File: src/ncvc_pkg.sv
package ncvc_pkg;

   // Field widths.
   localparam int COORD_WIDTH     = 16;
   localparam int COUNT_WIDTH     = 16;
   localparam int NUM_REGIONS     = 3;
   localparam int REGION_WIDTH    = 2;
   localparam int IDX_WIDTH       = $clog2(NUM_REGIONS);
   localparam int DIFF_WIDTH      = COORD_WIDTH + 1;
   localparam int PROD_WIDTH      = 2 * DIFF_WIDTH;
   localparam int SQ_WIDTH        = 2 * COORD_WIDTH;
   localparam int DIST_WIDTH      = SQ_WIDTH + 1;
   localparam int CSR_INDEX_WIDTH = 3;
   localparam int CSR_DATA_WIDTH  = COORD_WIDTH;

   localparam logic [COUNT_WIDTH-1:0] COUNT_MAX = {COUNT_WIDTH{1'b1}};

   // Configuration register indexes.
   typedef enum logic [CSR_INDEX_WIDTH-1:0] {
      CSR_CENTROID0_X = 3'd0,
      CSR_CENTROID0_Y = 3'd1,
      CSR_CENTROID1_X = 3'd2,
      CSR_CENTROID1_Y = 3'd3,
      CSR_CENTROID2_X = 3'd4,
      CSR_CENTROID2_Y = 3'd5
   } csr_index_type;

   typedef struct packed {
      logic signed [COORD_WIDTH-1:0] x;
      logic signed [COORD_WIDTH-1:0] y;
   } centroid_type;

   typedef struct packed {
      logic signed [COORD_WIDTH-1:0] point_x;
      logic signed [COORD_WIDTH-1:0] point_y;
      logic                          last_point;
   } req_type;

   typedef struct packed {
      logic [REGION_WIDTH-1:0]       assigned_region;
      logic                          summary_valid;
      logic [REGION_WIDTH-1:0]       least_region;
      logic [COUNT_WIDTH-1:0]        least_count;
      logic signed [COORD_WIDTH-1:0] chosen_x;
      logic signed [COORD_WIDTH-1:0] chosen_y;
   } rsp_type;

   // Squared per-axis distances to every centroid, as held between stages.
   typedef struct packed {
      logic [NUM_REGIONS-1:0][SQ_WIDTH-1:0] sq_x;
      logic [NUM_REGIONS-1:0][SQ_WIDTH-1:0] sq_y;
      logic                                 last_point;
   } sq_stage_type;

endpackage

File: src/ncvc_csr.sv
module ncvc_csr (
   input  logic                                       clock,
   input  logic                                       reset,
   input  logic                                       csr_write_en,
   input  logic [ncvc_pkg::CSR_INDEX_WIDTH-1:0]       csr_index,
   input  logic [ncvc_pkg::CSR_DATA_WIDTH-1:0]        csr_wdata,
   output ncvc_pkg::centroid_type [ncvc_pkg::NUM_REGIONS-1:0] centroids
);

   ncvc_pkg::centroid_type [ncvc_pkg::NUM_REGIONS-1:0] centroids_ff;
   ncvc_pkg::centroid_type [ncvc_pkg::NUM_REGIONS-1:0] centroids_in;

   // Indexes past the last register leave everything unchanged.
   always_comb begin
      centroids_in = centroids_ff;
      if (csr_write_en) begin
         unique case (csr_index)
            ncvc_pkg::CSR_CENTROID0_X: centroids_in[0].x = $signed(csr_wdata);
            ncvc_pkg::CSR_CENTROID0_Y: centroids_in[0].y = $signed(csr_wdata);
            ncvc_pkg::CSR_CENTROID1_X: centroids_in[1].x = $signed(csr_wdata);
            ncvc_pkg::CSR_CENTROID1_Y: centroids_in[1].y = $signed(csr_wdata);
            ncvc_pkg::CSR_CENTROID2_X: centroids_in[2].x = $signed(csr_wdata);
            ncvc_pkg::CSR_CENTROID2_Y: centroids_in[2].y = $signed(csr_wdata);
            default: ;
         endcase
      end
   end

   always_ff @(posedge clock) begin
      if (reset) begin
         centroids_ff <= '0;
      end else begin
         centroids_ff <= centroids_in;
      end
   end

   assign centroids = centroids_ff;

endmodule

File: src/ncvc_sqdist.sv
module ncvc_sqdist (
   input  logic                                              clock,
   input  logic                                              reset,
   input  logic                                              req_valid,
   output logic                                              req_stall,
   input  ncvc_pkg::req_type                                 req_data,
   input  ncvc_pkg::centroid_type [ncvc_pkg::NUM_REGIONS-1:0] centroids,
   output logic                                              sq_valid,
   input  logic                                              sq_ready,
   output ncvc_pkg::sq_stage_type                            sq_data
);

   logic                   a_valid_ff, a_valid_in;
   ncvc_pkg::req_type      a_ff, a_in;
   logic                   b_valid_ff, b_valid_in;
   ncvc_pkg::sq_stage_type b_ff, b_in, b_calc;
   logic                   a_ready, b_ready;

   // A stage takes a new item when it is empty or its item moves on.
   assign b_ready   = !b_valid_ff || sq_ready;
   assign a_ready   = !a_valid_ff || b_ready;
   assign req_stall = !a_ready;

   // One signed difference and one square per axis and centroid.
   always_comb begin
      logic signed [ncvc_pkg::DIFF_WIDTH-1:0] dx, dy;
      logic signed [ncvc_pkg::PROD_WIDTH-1:0] px, py;
      b_calc = '0;
      for (int k = 0; k < ncvc_pkg::NUM_REGIONS; k++) begin
         dx = ncvc_pkg::DIFF_WIDTH'(a_ff.point_x) - ncvc_pkg::DIFF_WIDTH'(centroids[k].x);
         dy = ncvc_pkg::DIFF_WIDTH'(a_ff.point_y) - ncvc_pkg::DIFF_WIDTH'(centroids[k].y);
         px = dx * dx;
         py = dy * dy;
         b_calc.sq_x[k] = px[ncvc_pkg::SQ_WIDTH-1:0];
         b_calc.sq_y[k] = py[ncvc_pkg::SQ_WIDTH-1:0];
      end
      b_calc.last_point = a_ff.last_point;
   end

   always_comb begin
      a_valid_in = a_ready ? req_valid : a_valid_ff;
      a_in       = (a_ready && req_valid) ? req_data : a_ff;
      b_valid_in = b_ready ? a_valid_ff : b_valid_ff;
      b_in       = (b_ready && a_valid_ff) ? b_calc : b_ff;
   end

   always_ff @(posedge clock) begin
      if (reset) begin
         a_valid_ff <= 1'b0;
         b_valid_ff <= 1'b0;
      end else begin
         a_valid_ff <= a_valid_in;
         b_valid_ff <= b_valid_in;
      end
   end

   always_ff @(posedge clock) begin
      a_ff <= a_in;
      b_ff <= b_in;
   end

   assign sq_valid = b_valid_ff;
   assign sq_data  = b_ff;

endmodule

File: src/ncvc_vote.sv
module ncvc_vote (
   input  logic                                              clock,
   input  logic                                              reset,
   input  logic                                              sq_valid,
   output logic                                              sq_ready,
   input  ncvc_pkg::sq_stage_type                            sq_data,
   input  ncvc_pkg::centroid_type [ncvc_pkg::NUM_REGIONS-1:0] centroids,
   output logic                                              rsp_valid,
   input  logic                                              rsp_stall,
   output ncvc_pkg::rsp_type                                 rsp_data
);

   logic                                                     rsp_valid_ff, rsp_valid_in;
   ncvc_pkg::rsp_type                                        rsp_ff, rsp_in;
   logic [ncvc_pkg::NUM_REGIONS-1:0][ncvc_pkg::COUNT_WIDTH-1:0] counts_ff, counts_in;
   logic [ncvc_pkg::NUM_REGIONS-1:0][ncvc_pkg::COUNT_WIDTH-1:0] counts_upd;
   logic [ncvc_pkg::NUM_REGIONS-1:0][ncvc_pkg::DIST_WIDTH-1:0]  dist_sum;
   logic [ncvc_pkg::IDX_WIDTH-1:0]                            best_idx, least_idx;
   logic                                                     out_ready, load;

   assign out_ready = !rsp_valid_ff || !rsp_stall;
   assign sq_ready  = out_ready;
   assign load      = sq_valid && out_ready;

   // Nearest centroid; a strict compare keeps the lowest index on ties.
   always_comb begin
      logic [ncvc_pkg::DIST_WIDTH-1:0] best_d;
      for (int k = 0; k < ncvc_pkg::NUM_REGIONS; k++) begin
         dist_sum[k] = ncvc_pkg::DIST_WIDTH'(sq_data.sq_x[k])
                     + ncvc_pkg::DIST_WIDTH'(sq_data.sq_y[k]);
      end
      best_idx = '0;
      best_d   = dist_sum[0];
      for (int k = 1; k < ncvc_pkg::NUM_REGIONS; k++) begin
         if (dist_sum[k] < best_d) begin
            best_d   = dist_sum[k];
            best_idx = ncvc_pkg::IDX_WIDTH'(k);
         end
      end
   end

   // Saturating vote, then the smallest count after this item's vote.
   always_comb begin
      logic [ncvc_pkg::COUNT_WIDTH-1:0] least_c;
      for (int k = 0; k < ncvc_pkg::NUM_REGIONS; k++) begin
         if ((best_idx == ncvc_pkg::IDX_WIDTH'(k)) && (counts_ff[k] != ncvc_pkg::COUNT_MAX)) begin
            counts_upd[k] = counts_ff[k] + ncvc_pkg::COUNT_WIDTH'(1);
         end else begin
            counts_upd[k] = counts_ff[k];
         end
      end
      least_idx = '0;
      least_c   = counts_upd[0];
      for (int k = 1; k < ncvc_pkg::NUM_REGIONS; k++) begin
         if (counts_upd[k] < least_c) begin
            least_c   = counts_upd[k];
            least_idx = ncvc_pkg::IDX_WIDTH'(k);
         end
      end
   end

   always_comb begin
      counts_in    = counts_ff;
      rsp_in       = rsp_ff;
      rsp_valid_in = out_ready ? sq_valid : rsp_valid_ff;
      if (load) begin
         counts_in              = sq_data.last_point ? '0 : counts_upd;
         rsp_in                 = '0;
         rsp_in.assigned_region = ncvc_pkg::REGION_WIDTH'(best_idx)
                                + ncvc_pkg::REGION_WIDTH'(1);
         if (sq_data.last_point) begin
            rsp_in.summary_valid = 1'b1;
            rsp_in.least_region  = ncvc_pkg::REGION_WIDTH'(least_idx)
                                 + ncvc_pkg::REGION_WIDTH'(1);
            rsp_in.least_count   = counts_upd[least_idx];
            rsp_in.chosen_x      = centroids[least_idx].x;
            rsp_in.chosen_y      = centroids[least_idx].y;
         end
      end
   end

   always_ff @(posedge clock) begin
      if (reset) begin
         rsp_valid_ff <= 1'b0;
         counts_ff    <= '0;
      end else begin
         rsp_valid_ff <= rsp_valid_in;
         counts_ff    <= counts_in;
      end
   end

   always_ff @(posedge clock) begin
      rsp_ff <= rsp_in;
   end

   assign rsp_valid = rsp_valid_ff;
   assign rsp_data  = rsp_ff;

`ifndef ASSERT_OFF
   a_region_nonzero: assert property (@(posedge clock) disable iff (reset)
      rsp_valid_ff |-> (rsp_ff.assigned_region != '0)
                    && (!rsp_ff.summary_valid || (rsp_ff.least_region != '0)))
      else $error("result carries region number zero");

   a_summary_clear: assert property (@(posedge clock) disable iff (reset)
      (rsp_valid_ff && !rsp_ff.summary_valid) |->
         (rsp_ff.least_region == '0) && (rsp_ff.least_count == '0)
         && (rsp_ff.chosen_x == '0) && (rsp_ff.chosen_y == '0))
      else $error("summary fields set on an item that is not last");

   a_counts_cleared: assert property (@(posedge clock) disable iff (reset)
      (load && sq_data.last_point) |=> (counts_ff == '0))
      else $error("counters not cleared after the last item of a set");

   a_count_saturates: assert property (@(posedge clock) disable iff (reset)
      (load && !sq_data.last_point && (counts_ff[0] == ncvc_pkg::COUNT_MAX))
         |=> (counts_ff[0] == ncvc_pkg::COUNT_MAX))
      else $error("region 1 counter wrapped");

   a_load_shows: assert property (@(posedge clock) disable iff (reset)
      load |=> rsp_valid_ff)
      else $error("loaded result not presented");
`endif

endmodule

File: src/nearest_centroid_vote_counter.sv
// Channel   Direction  Payload               Accepted when
// req       in         ncvc_pkg::req_type    req_valid && !req_stall
// rsp       out        ncvc_pkg::rsp_type    rsp_valid && !rsp_stall
// csr       in         index + write data    csr_write_en
//
// One item is taken per cycle while req_stall is low; it passes the input,
// squared-distance and result registers in turn before its result is presented.
// The squares set the first stage; the distance sums, compare and vote set the second.
// Reset is synchronous and active high; it zeroes the centroids, the counters and
// all stage valid bits. A stall on rsp backs up one stage at a time, so empty
// stages still fill while a result waits.
module nearest_centroid_vote_counter (
   input  logic                                 clock,
   input  logic                                 reset,
   input  logic                                 req_valid,
   output logic                                 req_stall,
   input  ncvc_pkg::req_type                    req_data,
   output logic                                 rsp_valid,
   input  logic                                 rsp_stall,
   output ncvc_pkg::rsp_type                    rsp_data,
   input  logic                                 csr_write_en,
   input  logic [ncvc_pkg::CSR_INDEX_WIDTH-1:0] csr_index,
   input  logic [ncvc_pkg::CSR_DATA_WIDTH-1:0]  csr_wdata
);

   // Centroid coordinates, to be written only while the block is idle; the block does not enforce it.
   ncvc_pkg::centroid_type [ncvc_pkg::NUM_REGIONS-1:0] centroids;

   // Handshake between the squaring stage and the voting stage.
   logic                   sq_valid;
   logic                   sq_ready;
   ncvc_pkg::sq_stage_type sq_data;

   ncvc_csr u_csr (
      .clock        (clock),
      .reset        (reset),
      .csr_write_en (csr_write_en),
      .csr_index    (csr_index),
      .csr_wdata    (csr_wdata),
      .centroids    (centroids)
   );

   // Registers the point, then the squared x and y distances to each centroid.
   ncvc_sqdist u_sqdist (
      .clock     (clock),
      .reset     (reset),
      .req_valid (req_valid),
      .req_stall (req_stall),
      .req_data  (req_data),
      .centroids (centroids),
      .sq_valid  (sq_valid),
      .sq_ready  (sq_ready),
      .sq_data   (sq_data)
   );

   // Picks the nearest centroid, counts the vote and builds the set summary
   // on an item marked last, then clears the counters.
   ncvc_vote u_vote (
      .clock     (clock),
      .reset     (reset),
      .sq_valid  (sq_valid),
      .sq_ready  (sq_ready),
      .sq_data   (sq_data),
      .centroids (centroids),
      .rsp_valid (rsp_valid),
      .rsp_stall (rsp_stall),
      .rsp_data  (rsp_data)
   );

endmodule
File: config.mk
export PLATFORM = sky130hd
export DESIGN_NAME = nearest_centroid_vote_counter
export DESIGN_NICKNAME = d
export VERILOG_FILES = /design/src/ncvc_pkg.sv /design/src/ncvc_csr.sv /design/src/ncvc_sqdist.sv /design/src/ncvc_vote.sv /design/src/nearest_centroid_vote_counter.sv
export SDC_FILE = /design/constraint.sdc
export NUM_CORES = 2
export LEC_CHECK = 0
export BUFFER_PORTS_ARGS = -buffer_cell sky130_fd_sc_hd__buf_2
export CORE_ASPECT_RATIO = 1.4
export CORE_MARGIN = 2
export CORE_UTILIZATION = 60
export CTS_BUF_LIST = sky130_fd_sc_hd__clkbuf_4
export DETAILED_ROUTE_END_ITERATION = 8
export PLACE_DENSITY = 0.8
export SLEW_MARGIN = 20
export SYNTH_ARGS = -nofsm -noshare
export SYNTH_HDL_FRONTEND = slang
export SYNTH_SLANG_ARGS = --single-unit
File: constraint.sdc
create_clock -name clock -period 32.9 [get_ports clock]
set_input_delay 6.58 -clock clock [delete_from_list [all_inputs] [get_ports clock]]
set_output_delay 6.58 -clock clock [all_outputs]
set_load 0.02 [all_outputs]
Word-level counts from Yosys, hierarchy flattened

Cells that the tools add are included.

Reductions and logical operators: 22
Add/subtract/negate cells: 14
Order comparisons: 5
$mul: 6
Equality and inequality tests: 10
Muxes and demuxes: 15

Operators with widths:

| operator                                                         | number |
|---|---|
| 17-bit by 17-bit multiplier with 32-bit output                   | 6 |
| 16-bit by 16-bit subtractor with 17-bit output                   | 6 |
| 32-bit by 32-bit adder with 33-bit output                        | 3 |
| 16-bit 2-to-1 mux                                                | 5 |
| 33-bit < comparator                                              | 2 |
| 32-bit binary-select mux with 2-bit select                       | 1 |
| 51-bit 2-to-1 mux                                                | 1 |
| 16-bit by 1-bit adder with 16-bit output (second input constant) | 3 |
| 48-bit 2-to-1 mux                                                | 1 |
| 16-bit inequality test (second input constant)                   | 3 |
| 33-bit 2-to-1 mux                                                | 1 |
| 16-bit binary-select mux with 2-bit select                       | 1 |
| 16-bit < comparator                                              | 2 |
| 32-bit 2-to-1 mux                                                | 1 |
| 2-bit AND reduction                                              | 6 |
| 3-bit by 2-bit == test with 1-bit output (second input constant) | 2 |
| 3-bit == test (second input constant)                            | 2 |
| 1-bit logical AND                                                | 6 |
| 1-bit zero test                                                  | 5 |
| 2-bit by 1-bit adder with 2-bit output (second input constant)   | 2 |
| 2-bit 2-to-1 mux                                                 | 2 |
| 3-bit by 1-bit == test with 1-bit output (second input constant) | 1 |
| 3-bit zero test                                                  | 1 |
| 1-bit logical OR                                                 | 3 |
| other kinds (5)                                                  | 6 |

Flip-flop bits (word level): 426
Input port bits: 57
Output and inout bits: 55

Depth between registers and ports, before layout

Word-level depth: 15
Depth in mapped cells: 58
Mapped depth without buffers: 53

By module

A second synthesis with hierarchy kept.

Cell total of the unflattened synthesis: 8,738
Area, all modules: 81,978.6 µm²

Modules (own cells, without submodules):

| module      | area each (µm²) | cells each | sequential area each (µm²) | times used |
|---|---|---|---|---|
| ncvc_sqdist | 65,836.9        | 6,904      | 6,646.4                    | 1 |
| ncvc_vote   | 12,359.4        | 1,498      | 2,572.5                    | 1 |
| ncvc_csr    | 3,782.4         | 336        | 1,921.8                    | 1 |

Least setup slack after synthesis

OpenSTA, ideal clock, no wires.

Path type: input to register
Start point: input port rsp_stall
End point: register u_sqdist.b_ff (netlist bit u_sqdist.sq_data[0]), enable pin
Arrival: 15.044 ns
Required time: 32.140 ns
Stages: 2
Library setup time: 0.760 ns
Buffers on the path: 0
Path slack: 17.096 ns
Cells stage by stage: and3_1 > nor2b_1

Longest elaborated chain between the ends: 4

RTL lines:

| item                 | RTL line                            | text |
|---|---|---|
| from (decl)          | nearest_centroid_vote_counter.sv:19 | `input logic rsp_stall,` |
| 1-bit zero test      | ncvc_vote.sv:21                     | `assign out_ready = !rsp_valid_ff \|\| !rsp_stall;` |
| 1-bit logical OR     | ncvc_vote.sv:21                     |  |
| 1-bit logical OR     | ncvc_sqdist.sv:20                   | `assign b_ready = !b_valid_ff \|\| sq_ready;` |
| 1-bit logical AND    | ncvc_sqdist.sv:44                   | `b_in = (b_ready && a_valid_ff) ? b_calc : b_ff;` |
| to (signal assigned) | ncvc_sqdist.sv:59                   | `b_ff <= b_in;` |
| to (decl)            | ncvc_sqdist.sv:16                   | `ncvc_pkg::sq_stage_type b_ff, b_in, b_calc;` |

Every way passes these cells.
A chain may end at the register's enable or synchronous reset.

Final worst setup path

Start point: register u_sqdist.b_ff (netlist bit u_sqdist.sq_data[100])
End point: register u_vote.rsp_ff (netlist bit u_vote.rsp_data[42]) (data pin)

Longest elaborated chain between the ends: 14
Elaborated cells on any way between the ends: 22

RTL lines:

| item                                                                               | RTL line        | text |
|---|---|---|
| 32-bit by 32-bit adder with 33-bit output (*)                                      | ncvc_vote.sv:30 | `+ ncvc_pkg::DIST_WIDTH'(sq_data.sq_y[k]);` |
| 33-bit < comparator                                                                | ncvc_vote.sv:35 | `if (dist_sum[k] < best_d) begin` |
| 33-bit 2-to-1 mux                                                                  | ncvc_vote.sv:35 |  |
| 33-bit < comparator                                                                | ncvc_vote.sv:35 |  |
| 2-bit 2-to-1 mux (*)                                                               | ncvc_vote.sv:35 |  |
| 2-bit by 1-bit == test with 1-bit output / 2-bit zero test (equally long branches) | ncvc_vote.sv:46 | `if ((best_idx == ncvc_pkg::IDX_WIDTH'(k)) && (counts_ff[k] != ncvc_pkg::COUNT_MAX)) begin` |
| 1-bit logical AND                                                                  | ncvc_vote.sv:46 |  |
| 16-bit 2-to-1 mux                                                                  | ncvc_vote.sv:46 |  |
| 16-bit < comparator                                                                | ncvc_vote.sv:55 | `if (counts_upd[k] < least_c) begin` |
| 16-bit 2-to-1 mux                                                                  | ncvc_vote.sv:55 |  |
| 16-bit < comparator                                                                | ncvc_vote.sv:55 |  |
| 2-bit 2-to-1 mux                                                                   | ncvc_vote.sv:55 |  |
| 16-bit binary-select mux with 2-bit select (*)                                     | ncvc_vote.sv:75 | `rsp_in.least_count = counts_upd[least_idx];` |
| 16-bit 2-to-1 mux (implied by the code) (*)                                        | ncvc_vote.sv:75 |  |
| to (signal assigned)                                                               | ncvc_vote.sv:93 | `rsp_ff <= rsp_in;` |
| to (decl)                                                                          | ncvc_vote.sv:14 | `ncvc_pkg::rsp_type rsp_ff, rsp_in;` |

Every way passes the cells marked *; elsewhere a longest branch is shown, timed or not. The select of a mux whose other input is x is not followed.

==> results.cfg <==
[synth]
ys.warnings.count = 0
synth_compound_area_share_pct = 7.27
yosysTopAreaCell = fa_1
yosysUniqueCellTypes = 84
synth_top_family_by_area = adder cells
netlist_instances = 8681
synth-seq-cells = 420
yosys.cell_count.top_type = inv_1
ys.flop_type = edfxtp_1
yosys.area_share.adder_pct = 50.4
synth_common_cells = 2,022 x inv_1, 1,548 x fa_1, 890 x nand2_1
syn_area_per_cell_um2 = 9.25
synth_area_leaders = fa_1 39%, ha_1 12%, edfxtp_1 10%
synth_edf_count = 273
synth.cell_area_um2 = 80300
synthXorXnorAreaFrac_pct = 4.69
synth_mux_area_share_pct = 0.916
async_reset_ff_share_pct = 0
synth_nets = 11000
ys_seq_area_share_pct = 13.9
synth-simple-area-share_pct = 12.3
synth_top_area_share_pct = 38.6

[run]
max-cap-violations = 0

[clocking]
cts_sinks = 420
postCtsHoldBufs = 0
worstSkewPairLatency_ns = 1.11
root_buffer = clkbuf_4
clock_path_buffers = 3
clk_pin_slew_ns = 0.07
postCtsSetupBuffers = 0
cts_tree = built
ctsResizeCount = 0
cts_made_buffers = 110
cts-htree-levels = 3

[global_route]
grt_pass1_wl_um = 352000
grt_pass1_vias = 66800
grt_max_degree = 88
antenna_found_initial = 47
grt_usage_pct = 33.7
globalRouteOverflowTotal = 0

[place]
place_ws_ns = 18.48
gp_congestion = 0.990
dpl-instance-area_um2 = 83000
placed_cells = 10400
dpl.hpwl_um = 186000
place.port_buffers = 111

[setup_path]
path_max_fanout = 40
critical_path.max_stage_delay_ns = 0.93
crit_required_ns = 33.66
cp.arrival_ns = 15.37
cp-end-kind = flop
reg2regPathDepth = 50
slowest_stage = o31ai_1
cp-start-kind = flop
cp_common_cell = a21o_1
critPathKind = flop to flop

[floorplanning]
die_x_um = 313
start_util_pct = 60.6
placementRows = 158
fp.dieH_um = 437
dieArea_um2 = 137000
coreArea_um2 = 133000
pin_count = 112

[cells_and_area]
layout.cells.non_filler = 10700
area_growth_pct = 5.28
drive_gt1_share_pct = 5.09
nNetsFinal = 11100
fin_area_um2 = 84600

[sta]
clock_skew_ns = 0.125
finalHoldViolCount = 0
post-route-min-period_ns = 14.61
setup_tns_ns = 0
maxSlewViolCount = 0
timing.slew.headroom_pct = 21.3
tightest_slew_ns = 1.17
rsz0062_at_grt = no
max_freq_ghz = 0.0684
fin_ws_ns = 18.29
setup-violations-final = 0
period_share_pct = 44.4

[route]
wl_um = 224000
drc_errors = 0
vias = 61200
dr.pass1.iters = 6
drt-initial-drc-count = 4344
avgRoutedWirePerCell_um = 21.1
drt-vias-per-instance = 5.75
antenna_left = 0

[outcome]
status = finished, final reports clean

[worst_hold_path]
holdPathStages = 2
hp-class = flop to flop
[per-stage QoR]
stage,hold slack (ns),utilization [%]
3_3_place_gp,0.441,62.6
3_5_place_dp,0.447,62.6
5_1_grt,0.469,63.7
6_report,0.454,63.8
2_1_floorplan,0.400,-
4_1_cts,0.456,63.7
[cells in the final DEF (no fill, tap or decap), drive strengths merged, types with 49 or more instances in the layout]
cell type	instances
clkinv	57
edfxtp	273
dfxtp	147
nor2	763
nor3	88
buf	200
o21ai	182
mux2i	52
a21o	87
fa	1548
and2	127
nor2b	71
xor2	104
ha	758
nand2b	49
a21oi	351
inv	2031
nand3	94
nand2	890
clkbuf	165
xnor2	326
[metal layers]
metal	track usage (%)	share of wire, %
met1	36.8	33
met2	57.4	49
met3	6.66	8.6
met4	26.3	9.6
met5	0	0.12
[cell families after synthesis]
group / Yosys count
AOI/OAI and AO/OA: 934
xor gates and xnor gates: 430
adders and majority gates: 2306
buffers and inverters: 2255
DFF: 420
muxes: 70
and+or+nand+nor: 2266
[flip-flops by register name, summed over array words and instances (netlist names)]
signal               count
u_sqdist.sq_data       187
u_csr.centroids         96
u_vote.rsp_valid         1
u_sqdist.sq_valid        1
u_vote.counts_ff        48
u_sqdist.a_ff           33
u_sqdist.a_valid_ff      1
u_vote.rsp_data         53
[worst paths after layout]
path                                            start  slack, ns                   to
worst max-delay path            u_sqdist.sq_data[100]      18.29  u_vote.rsp_data[42]
worst min-delay path              u_csr.centroids[10]       0.45  u_csr.centroids[10]
worst max register to register  u_sqdist.sq_data[100]      18.29  u_vote.rsp_data[42]
worst min register to register    u_csr.centroids[10]       0.45  u_csr.centroids[10]
[critical path: cells and delay by family, from the launching register on]
kind | cells | cell delay [ns]
muxes | 4 | 1.36
DFF | 1 | 0.38
adders and majority gates | 5 | 1.43
buffers and inverters | 5 | 1.44
xor gates and xnor gates | 1 | 0.24
and+or+nand+nor | 11 | 2.16
AOI/OAI and AO/OA | 24 | 7.31
[layout make-up]
type                       count  area [um^2]
inverter                    2047         7680
timing repair buffer         200         1230
clock inverter                44          263
antenna                       16         40.0
tap                         1760         2200
sequential                   420        11100
fill                       10600        48100
clock buffer                 165         1240
multi-input combinational   6006        60800
Power is not shown: default switching activity piles up to over one toggle a cycle in this logic, so the estimate is an artifact.
